`src/rtl/scanline_edge_fill_collector_defines.svh`:
```
// Assertion macros shared by the scanline edge fill collector RTL
`ifndef SCANLINE_EDGE_FILL_COLLECTOR_DEFINES_SVH
`define SCANLINE_EDGE_FILL_COLLECTOR_DEFINES_SVH

// Consequent must hold in the same cycle as the antecedent
`define SEFC_ASSERT_NOW(lbl, ante, cons, msg) \
  lbl: assert property (@(posedge clk) disable iff (rst) (ante) |-> (cons)) \
    else $error(msg);

// Consequent must hold in the cycle after the antecedent
`define SEFC_ASSERT_NEXT(lbl, ante, cons, msg) \
  lbl: assert property (@(posedge clk) disable iff (rst) (ante) |=> (cons)) \
    else $error(msg);

`endif

```
`src/rtl/sefc_pkg.sv`:
```
// Shared types and constants for the scanline edge fill collector
package sefc_pkg;

  // Fixed field widths
  localparam int CW    = 12;   // input coordinates, edge table entries
  localparam int COL_W = 9;    // span_left / span_right
  localparam int ROW_W = 8;    // span_row

  // Screen geometry
  localparam int WIDTH       = 320;
  localparam int DEF_HEIGHT  = 200;

  // Input command codes
  localparam logic [1:0] CMD_BEGIN = 2'd0;
  localparam logic [1:0] CMD_HSPAN = 2'd1;
  localparam logic [1:0] CMD_VSPAN = 2'd2;
  localparam logic [1:0] CMD_DRAIN = 2'd3;

  // Datapath operation issued by the controller each cycle
  typedef enum logic [3:0] {
    OP_NONE,
    OP_CLEAR,        // write blank entry at the clear counter
    OP_BEGIN,        // mark touched range empty
    OP_HSTART,       // read row of horizontal span, widen range
    OP_HWRITE,       // write back merged horizontal span
    OP_VSTART,       // read first row of vertical run, widen range
    OP_VSTEP,        // write previous row, read next row
    OP_VLAST,        // write final row of vertical run
    OP_DRAIN_EMPTY,  // report empty range
    OP_DRAIN_READ,   // read top row of touched range
    OP_DRAIN_DONE    // report span, blank the row, advance top or empty the range after the last row
  } dp_op_t;

  // Datapath status back to the controller
  typedef struct packed {
    logic clr_last;
    logic h_onscreen;
    logic v_nonempty;
    logic v_more;
    logic range_empty;
    logic out_free;
  } dp_status_t;

  // Controller states
  typedef enum logic [2:0] {
    ST_CLEAR,
    ST_IDLE,
    ST_HWRITE,
    ST_VERT,
    ST_DRAIN
  } ctrl_state_t;

endpackage

```
`src/rtl/sefc_ctrl.sv`:
```
// Controller state machine for the scanline edge fill collector
module sefc_ctrl (
  input  logic                 clk,
  input  logic                 rst,
  input  logic                 in_valid,
  input  logic [1:0]           cmd,
  input  sefc_pkg::dp_status_t status,
  output logic                 in_ready,
  output sefc_pkg::dp_op_t     op
);
  import sefc_pkg::*;

  ctrl_state_t state, state_next;

  // State register
  always_ff @(posedge clk) begin
    if (rst) begin
      state <= ST_CLEAR;
    end else begin
      state <= state_next;
    end
  end

  // A drain needs the output register free; other commands never wait on it
  assign in_ready = (state == ST_IDLE) && ((cmd != CMD_DRAIN) || status.out_free);

  // Next state and datapath operation
  always_comb begin
    state_next = state;
    op         = OP_NONE;
    unique case (state)
      ST_CLEAR: begin
        op = OP_CLEAR;
        if (status.clr_last) begin
          state_next = ST_IDLE;
        end
      end
      ST_IDLE: begin
        if (in_valid && in_ready) begin
          unique case (cmd)
            CMD_BEGIN: op = OP_BEGIN;
            CMD_HSPAN: begin
              if (status.h_onscreen) begin
                op         = OP_HSTART;
                state_next = ST_HWRITE;
              end
            end
            CMD_VSPAN: begin
              if (status.v_nonempty) begin
                op         = OP_VSTART;
                state_next = ST_VERT;
              end
            end
            CMD_DRAIN: begin
              if (status.range_empty) begin
                op = OP_DRAIN_EMPTY;
              end else begin
                op         = OP_DRAIN_READ;
                state_next = ST_DRAIN;
              end
            end
          endcase
        end
      end
      ST_HWRITE: begin
        op         = OP_HWRITE;
        state_next = ST_IDLE;
      end
      ST_VERT: begin
        if (status.v_more) begin
          op = OP_VSTEP;
        end else begin
          op         = OP_VLAST;
          state_next = ST_IDLE;
        end
      end
      ST_DRAIN: begin
        op         = OP_DRAIN_DONE;
        state_next = ST_IDLE;
      end
      default: begin
        state_next = ST_CLEAR;
      end
    endcase
  end

endmodule

```
`config.mk`:
```
export PLATFORM = sky130hd
export DESIGN_NAME = sefc_ctrl
export DESIGN_NICKNAME = d
export VERILOG_FILES = /design/src/rtl/scanline_edge_fill_collector_defines.svh /design/src/rtl/sefc_pkg.sv /design/src/rtl/sefc_ctrl.sv
export SDC_FILE = /design/constraint.sdc
export NUM_CORES = 1
export LEC_CHECK = 0
export ABC_CLOCK_PERIOD_IN_PS = 2920
export BUFFER_PORTS_ARGS = -buffer_cell sky130_fd_sc_hd__buf_2
export CAP_MARGIN = 10
export CORE_AREA = 3 3 40 42
export DETAILED_ROUTE_END_ITERATION = 8
export DIE_AREA = 0 0 43 45
export PLACE_DENSITY = 0.54
export SLEW_MARGIN = 20
export SYNTH_ARGS = -nofsm -noshare
export SYNTH_HDL_FRONTEND = slang
export SYNTH_SLANG_ARGS = --single-unit
```
`constraint.sdc`:
```
create_clock -name clk -period 2.92 [get_ports clk]
set_input_delay 0 -clock clk [delete_from_list [all_inputs] [get_ports clk]]
set_output_delay 0 -clock clk [all_outputs]
set_load 0.005 [all_outputs]
```
==> results of run 1 <==
[how the worst max path moves through the flow]
stage	from	to	slack (ns)
after global routing	state[2]$_SDFFE_PP0P_	op[2]	1.13
after CTS	state[2]$_SDFFE_PP0P_	op[2]	1.20
after floorplan	state[1]$_SDFFE_PP0P_	state[0]$_SDFFE_PP0P_	1.52
after global placement	cmd[0]	op[2]	1.44
final	state[2]$_SDFFE_PP0P_	op[2]	1.21
after detailed placement	cmd[0]	op[2]	1.45
[cells in the mapped netlist (all sizes together)]
cell type / instances / area share, %
nor2b: 2 / 3.4
nor3: 2 / 2.7
or3: 2 / 3.4
clkbuf: 1 / 1.0
o21a: 1 / 2.0
nand2b: 1 / 3.7
nor3b: 1 / 3.4
mux2i: 1 / 2.7
nand2: 4 / 4.1
inv: 8 / 8.1
o22a: 1 / 2.4
o221ai: 1 / 2.4
a21oi: 3 / 4.1
a22oi: 1 / 2.0
nor2: 3 / 3.1
a221oi: 1 / 2.4
dfxtp: 3 / 16
o32ai: 1 / 2.4
or4b: 1 / 3.7
o21ai: 2 / 2.7
o41ai: 1 / 2.4
o22ai: 1 / 1.7
nor4: 1 / 1.7
ha: 5 / 17
nand3: 1 / 1.4
[metal layers]
layer  share of wire (%)  track usage, %  up-vias
met4                   0            1.81        0
met2                  43            15.9       19
met5                   0               0        -
met3                 8.6            3.98        0
met1                  48            12.5      178
li1                    -               -      217
[critical path: stages, from the launching register on]
cell,delay [ns]
dfxtp_1,0.36
nand2b_4,0.17
or4b_4,0.52
nor3_1,0.18
o21a_1,0.13
buf_2,0.11
[where the power goes]
group | switching (W) | internal (W)
registers | 0.00000473 | 0.0000438
clock network | 0.0000213 | 0.0000512
logic | 0.0000268 | 0.0000284
total | 0.0000528 | 0.000123
[metrics by stage]
stage / utilization, % / area [um2] / hold slack (ns)
2_1_floorplan: - / 369 / 0.0785
5_1_grt: 39.3 / 505 / 0.0666
6_report: 39.3 / 505 / 0.0539
4_1_cts: 39.3 / 505 / 0.0420
3_3_place_gp: 35.7 / 459 / 0.200
3_5_place_dp: 35.7 / 459 / 0.195
[cell type report]
class / instances / area share [%]
Sequential cell: 3 / 11.9
Clock buffer: 4 / 5.20
Timing Repair Buffer: 17 / 18.8
Tap cell: 15 / 3.71
Multi-Input combinational cell: 37 / 54.5
Inverter: 8 / 5.94
[cell families (layout without fill, tap and decap cells)]
family                   after synthesis  count (layout)  synth area share, %
adder cells (fa/ha/maj)                5               5                 16.9
multiplexers                           1               1                 2.71
AO/OA/AOI/OAI                         13              13                 24.4
buffers and inverters                  9              29                 9.15
AND/OR/NAND/NOR                       18              18                 30.5
flip-flops                             3               3                 16.3
==> results by group, run 1 <==
Clocking
  • CTS tree: built
  • Max H-tree Level: 1
  • Number of post-CTS setup repair buffers: 0
  • Clock-pin transition on the worst setup and hold timing paths: 0.03 ns
  • Clk root buf: clkbuf_4
  • Post-CTS sizing: 0
  • Hold_buf cts: 2
  • Clk sink count: 3
  • CTS Buffer Depth: 2
  • Clock Latency Late Sink: 0.23 ns
  • Cts bufs inserted: 3

Worst setup path
  • Worst Path Arrival: ~1.7 ns
  • Worst setup EP type: primary output
  • Crit path launch type: flop
  • R2R depth: 4
  • R2r setup slk: 1.46 ns
  • CP required: between 2 and 3 ns
  • Critical path class: flop to primary output
  • Crit Reg-Reg Endpoint: state[0]$_SDFFE_PP0P_
  • RR Startpoint: state[2]$_SDFFE_PP0P_
  • CP Max Fanout: 7

Final layout
  • Multi-input gate area: 275 um2
  • Largest regs: state: 3 flops
  • Final cell count without fillers: 84
  • Share of cells above drive strength 1: 30.4%
  • Most common cell after layout, fill and taps aside: buf_2
  • Most frequent cells in the layout: buf_2 (15), inv_1 (8), ha_1 (5)
  • Synthesis-to-finish area growth: 36.9%
  • Filler cell count: 143
  • Reg with most FFs: state
  • Nets: 86
  • Register area: 60.1 um2
  • Max reg flops: 3
  • Antenna cell count: 0

Die
  • Die Height: 45 um
  • I/O Pins: 16
  • Rows: 13
  • Die Area: 1940 um2
  • Starting Density: 28.7%
  • Die width: 43 um
  • Core ar.: 1280 um2

Timing
  • Slew Limit Fails: 0
  • Worst setup margin: 1.21 ns
  • Final Hold Viols: 0
  • RSZ-0062 raised after global routing: false
  • Minimum clock period after layout: 1.71 ns
  • Final TNS setup: 0 ns
  • Fmax: 0.585 GHz
  • Fin crit share: 58.6%
  • Final setup viols: 0
  • Fin Clk Skew: 0.00585 ns
  • Worst slew pin tran: 0.260 ns
  • Slew headroom: 82.4%

Job
  • Max_cap viols: 0

Power
  • Tot Pwr: roughly 0.00018 W
  • Max VDD drop: 0.239 mV
  • P_leak: 0.233 nW
  • Pwr per Cell Area: 349 nW/um2

Drt
  • Drt total wl: roughly 900 um
  • Post-route DRC: 0
  • DR iter-0 viols: 9
  • DRT Pass-1 Iters: 4
  • Via density: 4.93
  • DR WL/cell: 10.7 um
  • Count of antenna-violating nets left after detailed routing: 0
  • Vias: 414

GRT
  • Initial antenna violation count: 0
  • Vias in the first global route: between 300 and 400
  • First-pass GRT wire length: 1470 um
  • Overflow left after global routing: 0
  • Pin count of the biggest net entering global routing: 11
  • GRT Total Usage: 9.82%

Hold path
  • Hold path start: in_valid
  • Min-Delay Path Class: input port to flop
  • Worst hold endpoint: state[2]$_SDFFE_PP0P_
  • Worst hold path depth: 3

Yosys
  • Synth unique cells: 25
  • Mapped Area: 369 um2
  • Syn nets: 65
  • Sequential area share after synthesis: 16.3%
  • Avg Cell Area, Syn: 7.53 um2
  • #FFs+latches synth: 3
  • Synth warnings: 0
  • Gate Count Post-Synth: between 40 and 50

Placed design
  • HPWL Detailed: 737 um
  • Port bufs: 15
  • GP Congestion: 0.755
  • DP Worst Slack: 1.45 ns
  • Placed cell count: 78

Outcome
  • Status: finished clean
Note: power is estimated with default switching activity, not from simulation.
==> run 2: changes to the inputs <==
--- a/config.mk
+++ b/config.mk
@@ -5,7 +5,7 @@
 export SDC_FILE = /design/constraint.sdc
 export NUM_CORES = 1
 export LEC_CHECK = 0
-export ABC_CLOCK_PERIOD_IN_PS = 2920
+export ABC_CLOCK_PERIOD_IN_PS = 1700
 export BUFFER_PORTS_ARGS = -buffer_cell sky130_fd_sc_hd__buf_2
 export CAP_MARGIN = 10
 export CORE_AREA = 3 3 40 42
==> constraint.sdc (replaced) <==
create_clock -name clk -period 1.7 [get_ports clk]
set_input_delay 0 -clock clk [delete_from_list [all_inputs] [get_ports clk]]
set_output_delay 0 -clock clk [all_outputs]
set_load 0.005 [all_outputs]
==> results by group, run 2 (synthesized netlist as in run 1, its figures left out) <==
Final layout
  • Nets: 92 (was 86)
  • Antenna cell count: 0 (unchanged)
  • Share of cells above drive strength 1: 42.7% (was 30.4%)
  • Most common cell after layout, fill and taps aside: buf_2 (unchanged)
  • Synthesis-to-finish area growth: 55.9% (was 36.9%)
  • Most frequent cells in the layout: buf_2 (15), inv_1 (8), buf_4 (6) (was buf_2 (15), inv_1 (8), ha_1 (5))
  • Largest regs: state: 3 flops (unchanged)
  • Max reg flops: 3 (unchanged)
  • Reg with most FFs: state (unchanged)

Drt
  • Via density: 4.90 (was 4.93)
  • DRT Pass-1 Iters: 3 (was 4)
  • Vias: 441 (was 414)
  • Drt total wl: 1070 um (was 896 um)
  • DR WL/cell: 11.9 um (was 10.7 um)
  • DR iter-0 viols: 13 (was 9)
  • Post-route DRC: 0 (unchanged)
  • Count of antenna-violating nets left after detailed routing: 0 (unchanged)

Power
  • Switching Fraction: 31.8% (was 30.0%)
  • Flop pwr share: 26.5% (was 27.6%)
  • Max VDD drop: 0.365 mV (was 0.239 mV)
  • Pint: 0.000215 W (was 0.000123 W)
  • P_sw: 0.000100 W (was 0.0000528 W)
  • P_leak: 0.272 nW (was 0.233 nW)
  • Clock network power share: 40.3% (was 41.1%)
  • Gate power share: 33.2% (was 31.3%)
  • Tot Pwr: 0.000315 W (was 0.000176 W)
  • Pwr per Cell Area: 547 nW/um2 (was 349 nW/um2)

Placed design
  • Port bufs: 15 (unchanged)
  • HPWL Detailed: 731 um (was 737 um)
  • GP Congestion: 0.756 (was 0.755)

Clocking
  • CTS Buffer Depth: 2 (unchanged)
  • CTS tree: built (unchanged)
  • Cts bufs inserted: 3 (unchanged)
  • Clk root buf: clkbuf_4 (unchanged)
  • Clock Latency Late Sink: 0.23 ns (about the same)
  • Clock-pin transition on the worst setup and hold timing paths: 0.04 ns (was 0.03 ns)
  • Max H-tree Level: 1 (unchanged)
  • Clk sink count: 3 (unchanged)

Worst setup path
  • R2R depth: 4 (unchanged)
  • CP required: 1.70 ns (was 2.92 ns)
  • Worst setup EP type: primary output (unchanged)
  • Critical path class: flop to primary output (unchanged)
  • Crit path launch type: flop (unchanged)
  • Worst Path Arrival: 1.63 ns (was 1.71 ns)
  • CP Max Fanout: 5 (was 7)

Timing
  • Slew headroom: 80.2% (was 82.4%)
  • Fin crit share: between 90% and 100%
  • Final setup viols: 0 (unchanged)
  • Final Hold Viols: 0 (unchanged)
  • Fin Clk Skew: 0.00330 ns (was 0.00585 ns)
  • Fin Hold WS: 0.0418 ns (was 0.0539 ns)
  • Final TNS setup: 0 ns (unchanged)
  • Fmax: 0.615 GHz
  • Minimum clock period after layout: about 1.6 ns
  • Slew Limit Fails: 0 (unchanged)
  • Worst slew pin tran: 0.297 ns (was 0.260 ns)

GRT
  • GRT Total Usage: 10.4% (was 9.82%)
  • Vias in the first global route: 383 (was 379)
  • Pin count of the biggest net entering global routing: 11 (unchanged)
  • Initial antenna violation count: 0 (unchanged)
  • First-pass GRT wire length: 1520 um (was 1470 um)
  • Overflow left after global routing: 0 (unchanged)

Die
  • Die Area: 1940 um2 (unchanged)
  • Rows: 13 (unchanged)
  • I/O Pins: 16 (unchanged)
  • Die Height: 45 um (unchanged)
  • Core ar.: 1280 um2 (unchanged)
  • Die width: 43 um (unchanged)
  • Starting Density: 28.7% (unchanged)

Job
  • Max_cap viols: 0 (unchanged)

Outcome
  • Status: finished clean (unchanged)

Hold path
  • Worst hold path depth: 3 (unchanged)
  • Min-Delay Path Class: input port to flop (unchanged)
==> run 2: cell count changes in the layout (fill, tap and decap cells not counted) <==
| cell | before | now |
|---|---|---|
| o32ai_1 | 1 | 0 |
| dfxtp_4 | 0 | 1 |
| dfxtp_1 | 3 | 0 |
| nor3_1 | 2 | 1 |
| buf_4 | 0 | 6 |
| o32ai_2 | 0 | 1 |
| nor3_4 | 0 | 1 |
| dfxtp_2 | 0 | 2 |
==> run 2: area by class of cell <==
type,count,area (um2)
well taps,15,18.8
inverters,8,30.0
flip-flops and latches,3,66.3
fillers,143,709
repair buffers,23,140
multi-input cells,37,294
clock buffers,4,26.3
==> run 2: path summary, 6_finish.rpt <==
path,slack (ns),endpoint,startpoint
worst max-delay path,0.07,op[2],state[2]$_SDFFE_PP0P_
worst min-delay path,0.04,state[2]$_SDFFE_PP0P_,in_valid
worst max register to register,0.26,state[0]$_SDFFE_PP0P_,state[2]$_SDFFE_PP0P_
worst min register to register,0.64,state[1]$_SDFFE_PP0P_,state[0]$_SDFFE_PP0P_
==> run 2: per-stage QoR <==
| step | instances | instance area, um2 | setup slack (ns) | utilization [%] |
|---|---|---|---|---|
| 6_report | 90 | 576 | 0.0730 | 44.8 |
| 5_1_grt | 90 | 576 | -0.0170 | 44.8 |
| 4_1_cts | 84 | 512 | 0.0190 | 39.8 |
| 3_5_place_dp | 78 | 459 | 0.220 | 35.7 |
| 3_3_place_gp | 78 | 459 | 0.212 | 35.7 |
| 2_1_floorplan | 49 | 369 | 0.302 | - |
==> run 2: power by group through the flow <==
| stage | clock [W] | combinational, W | sequential (W) |
|---|---|---|---|
| finish | 0.000127 | 0.000104 | 0.0000835 |
| global route | 0.000144 | 0.000118 | 0.0000848 |
| CTS | 0.000133 | 0.0000963 | 0.0000833 |
| detailed placement | 0 | 0.0000914 | 0.0000844 |
| global placement | 0 | 0.0000920 | 0.0000848 |
| floorplan | 0 | 0.0000579 | 0.0000828 |
==> run 2: worst max-delay path, cell delays in order, from the launching register on <==
cell	delay, ns
dfxtp_4	0.33
nand2b_4	0.14
or4b_4	0.54
nor3_4	0.15
o21a_1	0.13
buf_2	0.10
==> run 2: layer usage <==
| metal | GRT usage [%] | wire length (um) |
|---|---|---|
| met1 | 12.7 | 464 |
| met2 | 17.1 | 487 |
| met3 | 4.78 | 80 |
| met4 | 1.81 | 38 |
| met5 | 0 | 0 |
==> run 2: repair_timing <==
action | in CTS | in global routing
setup buffers | 0 | 6
hold buffers | 2 | 0
setup endpoints to repair | 2 | 2
gates resized for setup | 2 | 5
hold endpoints to repair | 2 | 0
==> run 3: changes to the inputs <==
--- a/config.mk
+++ b/config.mk
@@ -8,10 +8,11 @@
 export ABC_CLOCK_PERIOD_IN_PS = 1700
 export BUFFER_PORTS_ARGS = -buffer_cell sky130_fd_sc_hd__buf_2
 export CAP_MARGIN = 10
-export CORE_AREA = 3 3 40 42
+export CORE_AREA = 2 2 39 41
 export DETAILED_ROUTE_END_ITERATION = 8
-export DIE_AREA = 0 0 43 45
+export DIE_AREA = 0 0 41 43
 export PLACE_DENSITY = 0.54
+export REMOVE_ABC_BUFFERS = 1
 export SLEW_MARGIN = 20
 export SYNTH_ARGS = -nofsm -noshare
 export SYNTH_HDL_FRONTEND = slang
==> results by group, run 3 (synthesized netlist as in run 1, its figures left out) <==
Job
  • Max_cap viols: 0 (unchanged)

Final layout
  • Reg with most FFs: state (unchanged)
  • Most frequent cells in the layout: buf_2 (15), inv_1 (8), ha_1 (5) (was buf_2 (15), inv_1 (8), buf_4 (6))
  • Max reg flops: 3 (unchanged)
  • Largest regs: state: 3 flops (unchanged)
  • Most common cell after layout, fill and taps aside: buf_2 (unchanged)
  • Nets: 86 (was 92)
  • Final cell count without fillers: 85 (was 90)
  • Synthesis-to-finish area growth: 41.4% (was 55.9%)
  • Antenna cell count: 0 (unchanged)
  • Share of cells above drive strength 1: 36.2% (was 42.7%)

Clocking
  • Clock-pin transition on the worst setup and hold timing paths: 0.04 ns (about the same)
  • Clk root buf: clkbuf_4 (unchanged)
  • CTS tree: built (unchanged)
  • Number of post-CTS setup repair buffers: 0 (unchanged)
  • CTS Buffer Depth: 2 (unchanged)
  • Cts bufs inserted: 3 (unchanged)
  • Max H-tree Level: 1 (unchanged)
  • Clk sink count: 3 (unchanged)
  • Clock Latency Late Sink: 0.23 ns (about the same)

Die
  • Starting Density: 26.7% (was 28.7%)
  • Core ar.: 1380 um2 (was 1280 um2)
  • Die Area: 1760 um2 (was 1940 um2)
  • Die Height: 43 um (was 45 um)
  • Die width: 41 um (was 43 um)
  • Rows: 14 (was 13)
  • I/O Pins: 16 (unchanged)

Timing
  • Minimum clock period after layout: 1.62 ns (was 1.63 ns)
  • Fmax: 0.619 GHz (was 0.615 GHz)
  • RSZ-0062 raised after global routing: false
  • Final Hold Viols: 0 (unchanged)
  • Final TNS setup: 0 ns (unchanged)
  • Final setup viols: 0 (unchanged)
  • Slew Limit Fails: 0 (unchanged)
  • Worst slew pin tran: 0.302 ns (was 0.297 ns)
  • Fin crit share: 95.1% (was 95.7%)
  • Slew headroom: 79.9% (was 80.2%)
  • Fin Clk Skew: 0.00108 ns (was 0.00330 ns)

Drt
  • DR WL/cell: 10.1 um (was 11.9 um)
  • DRT Pass-1 Iters: 4 (was 3)
  • Via density: 4.75 (was 4.90)
  • DR iter-0 viols: 11 (was 13)
  • Vias: 404 (was 441)
  • Post-route DRC: 0 (unchanged)
  • Drt total wl: 858 um (was 1070 um)
  • Count of antenna-violating nets left after detailed routing: 0 (unchanged)

Outcome
  • Status: finished clean (unchanged)

Worst setup path
  • Worst Path Arrival: 1.62 ns (was 1.63 ns)
  • Critical path class: flop to primary output (unchanged)
  • Worst setup EP type: primary output (unchanged)
  • Crit path launch type: flop (unchanged)
  • CP required: 1.70 ns (about the same)
  • CP Max Fanout: 7 (was 5)

Placed design
  • HPWL Detailed: 714 um (was 731 um)
  • Port bufs: 15 (unchanged)
  • GP Congestion: 0.676 (was 0.756)
  • Placed cell count: 79 (was 78)

Power
  • P_leak: 0.236 nW (was 0.272 nW)
  • Pwr per Cell Area: 587 nW/um2 (was 547 nW/um2)
  • Flop pwr share: 27.5% (was 26.5%)
  • Clock network power share: 39.9% (was 40.3%)
  • P_sw: 0.0000914 W (was 0.000100 W)
  • Max VDD drop: 0.335 mV (was 0.365 mV)
  • Gate power share: 32.5% (was 33.2%)
  • Pint: 0.000215 W (about the same)
  • Tot Pwr: 0.000306 W (was 0.000315 W)
  • Switching Fraction: 29.8% (was 31.8%)

GRT
  • First-pass GRT wire length: 1390 um (was 1520 um)
  • GRT Total Usage: 11.5% (was 10.4%)
  • Initial antenna violation count: 0 (unchanged)
  • Overflow left after global routing: 0 (unchanged)
  • Pin count of the biggest net entering global routing: 11 (unchanged)
  • Vias in the first global route: 347 (was 383)

Hold path
  • Min-Delay Path Class: input port to flop (unchanged)
[run 3: cell types whose count changed in the layout (fill, tap and decap cells not counted), sizes merged]
cell,before,now
buf,21,15
[run 3: per-layer routing]
metal	share of wire [%]	wire, um	GRT usage, %	up-vias
met5	0	0	0	-
met4	0	0	2.00	0
li1	-	-	-	214
met2	43	373	17.2	14
met3	9.4	81	6.28	0
met1	47	403	14.4	176
[run 3: critical path, cell delays in order, from the launching register on]
cell and delay (ns):
dfxtp_2 0.35, nand2b_4 0.16, or4b_4 0.53, o32ai_2 0.21, buf_2 0.15
[run 3: what timing repair did]
action / in CTS / in global routing
endpoints found under the hold margin: 2 / 0
endpoints found under the setup margin: 0 / 3
resized for setup: 0 / 4
hold buffers: 2 / 0
[run 3: power groups by stage]
stage / clock network (W) / registers, W / logic, W
3_5_place_dp: 0 / 0.0000845 / 0.0000917
5_1_grt: 0.000143 / 0.0000858 / 0.000112
6_report: 0.000122 / 0.0000844 / 0.0000997
4_1_cts: 0.000130 / 0.0000835 / 0.0000955
3_3_place_gp: 0 / 0.0000849 / 0.0000926
2_1_floorplan: 0 / 0.0000833 / 0.0000573
[run 3: final cells by class]
type / count / area, um2
clock buffer: 4 / 26.3
inverter: 8 / 30.0
fill: 145 / 862
multi-input combinational: 37 / 288
tap: 16 / 20.0
timing repair buffer: 17 / 95.1
sequential: 3 / 62.6
[run 3: path summary, 6_finish.rpt]
| path | start | depth (start not counted) | end | slack [ns] |
|---|---|---|---|---|
| setup / recovery | state[2]$_SDFFE_PP0P_ | 4 | op[0] | 0.08 |
| hold / removal | in_valid | 3 | state[2]$_SDFFE_PP0P_ | 0.07 |
| setup reg to reg | state[2]$_SDFFE_PP0P_ | 4 | state[0]$_SDFFE_PP0P_ | 0.24 |
| hold reg to reg | state[0]$_SDFFE_PP0P_ | 2 | state[0]$_SDFFE_PP0P_ | 0.62 |
[run 3: stage by stage]
stage	area (um2)	hold WS (ns)	util (%)	worst slack (ns)
after floorplan	365	0.0785	-	0.322
after global placement	460	0.200	33.3	0.196
after detailed placement	460	0.193	33.3	0.209
after CTS	507	0.0618	36.6	0.00700
after global routing	522	0.0926	37.7	0.0114
final	522	0.0662	37.7	0.0833
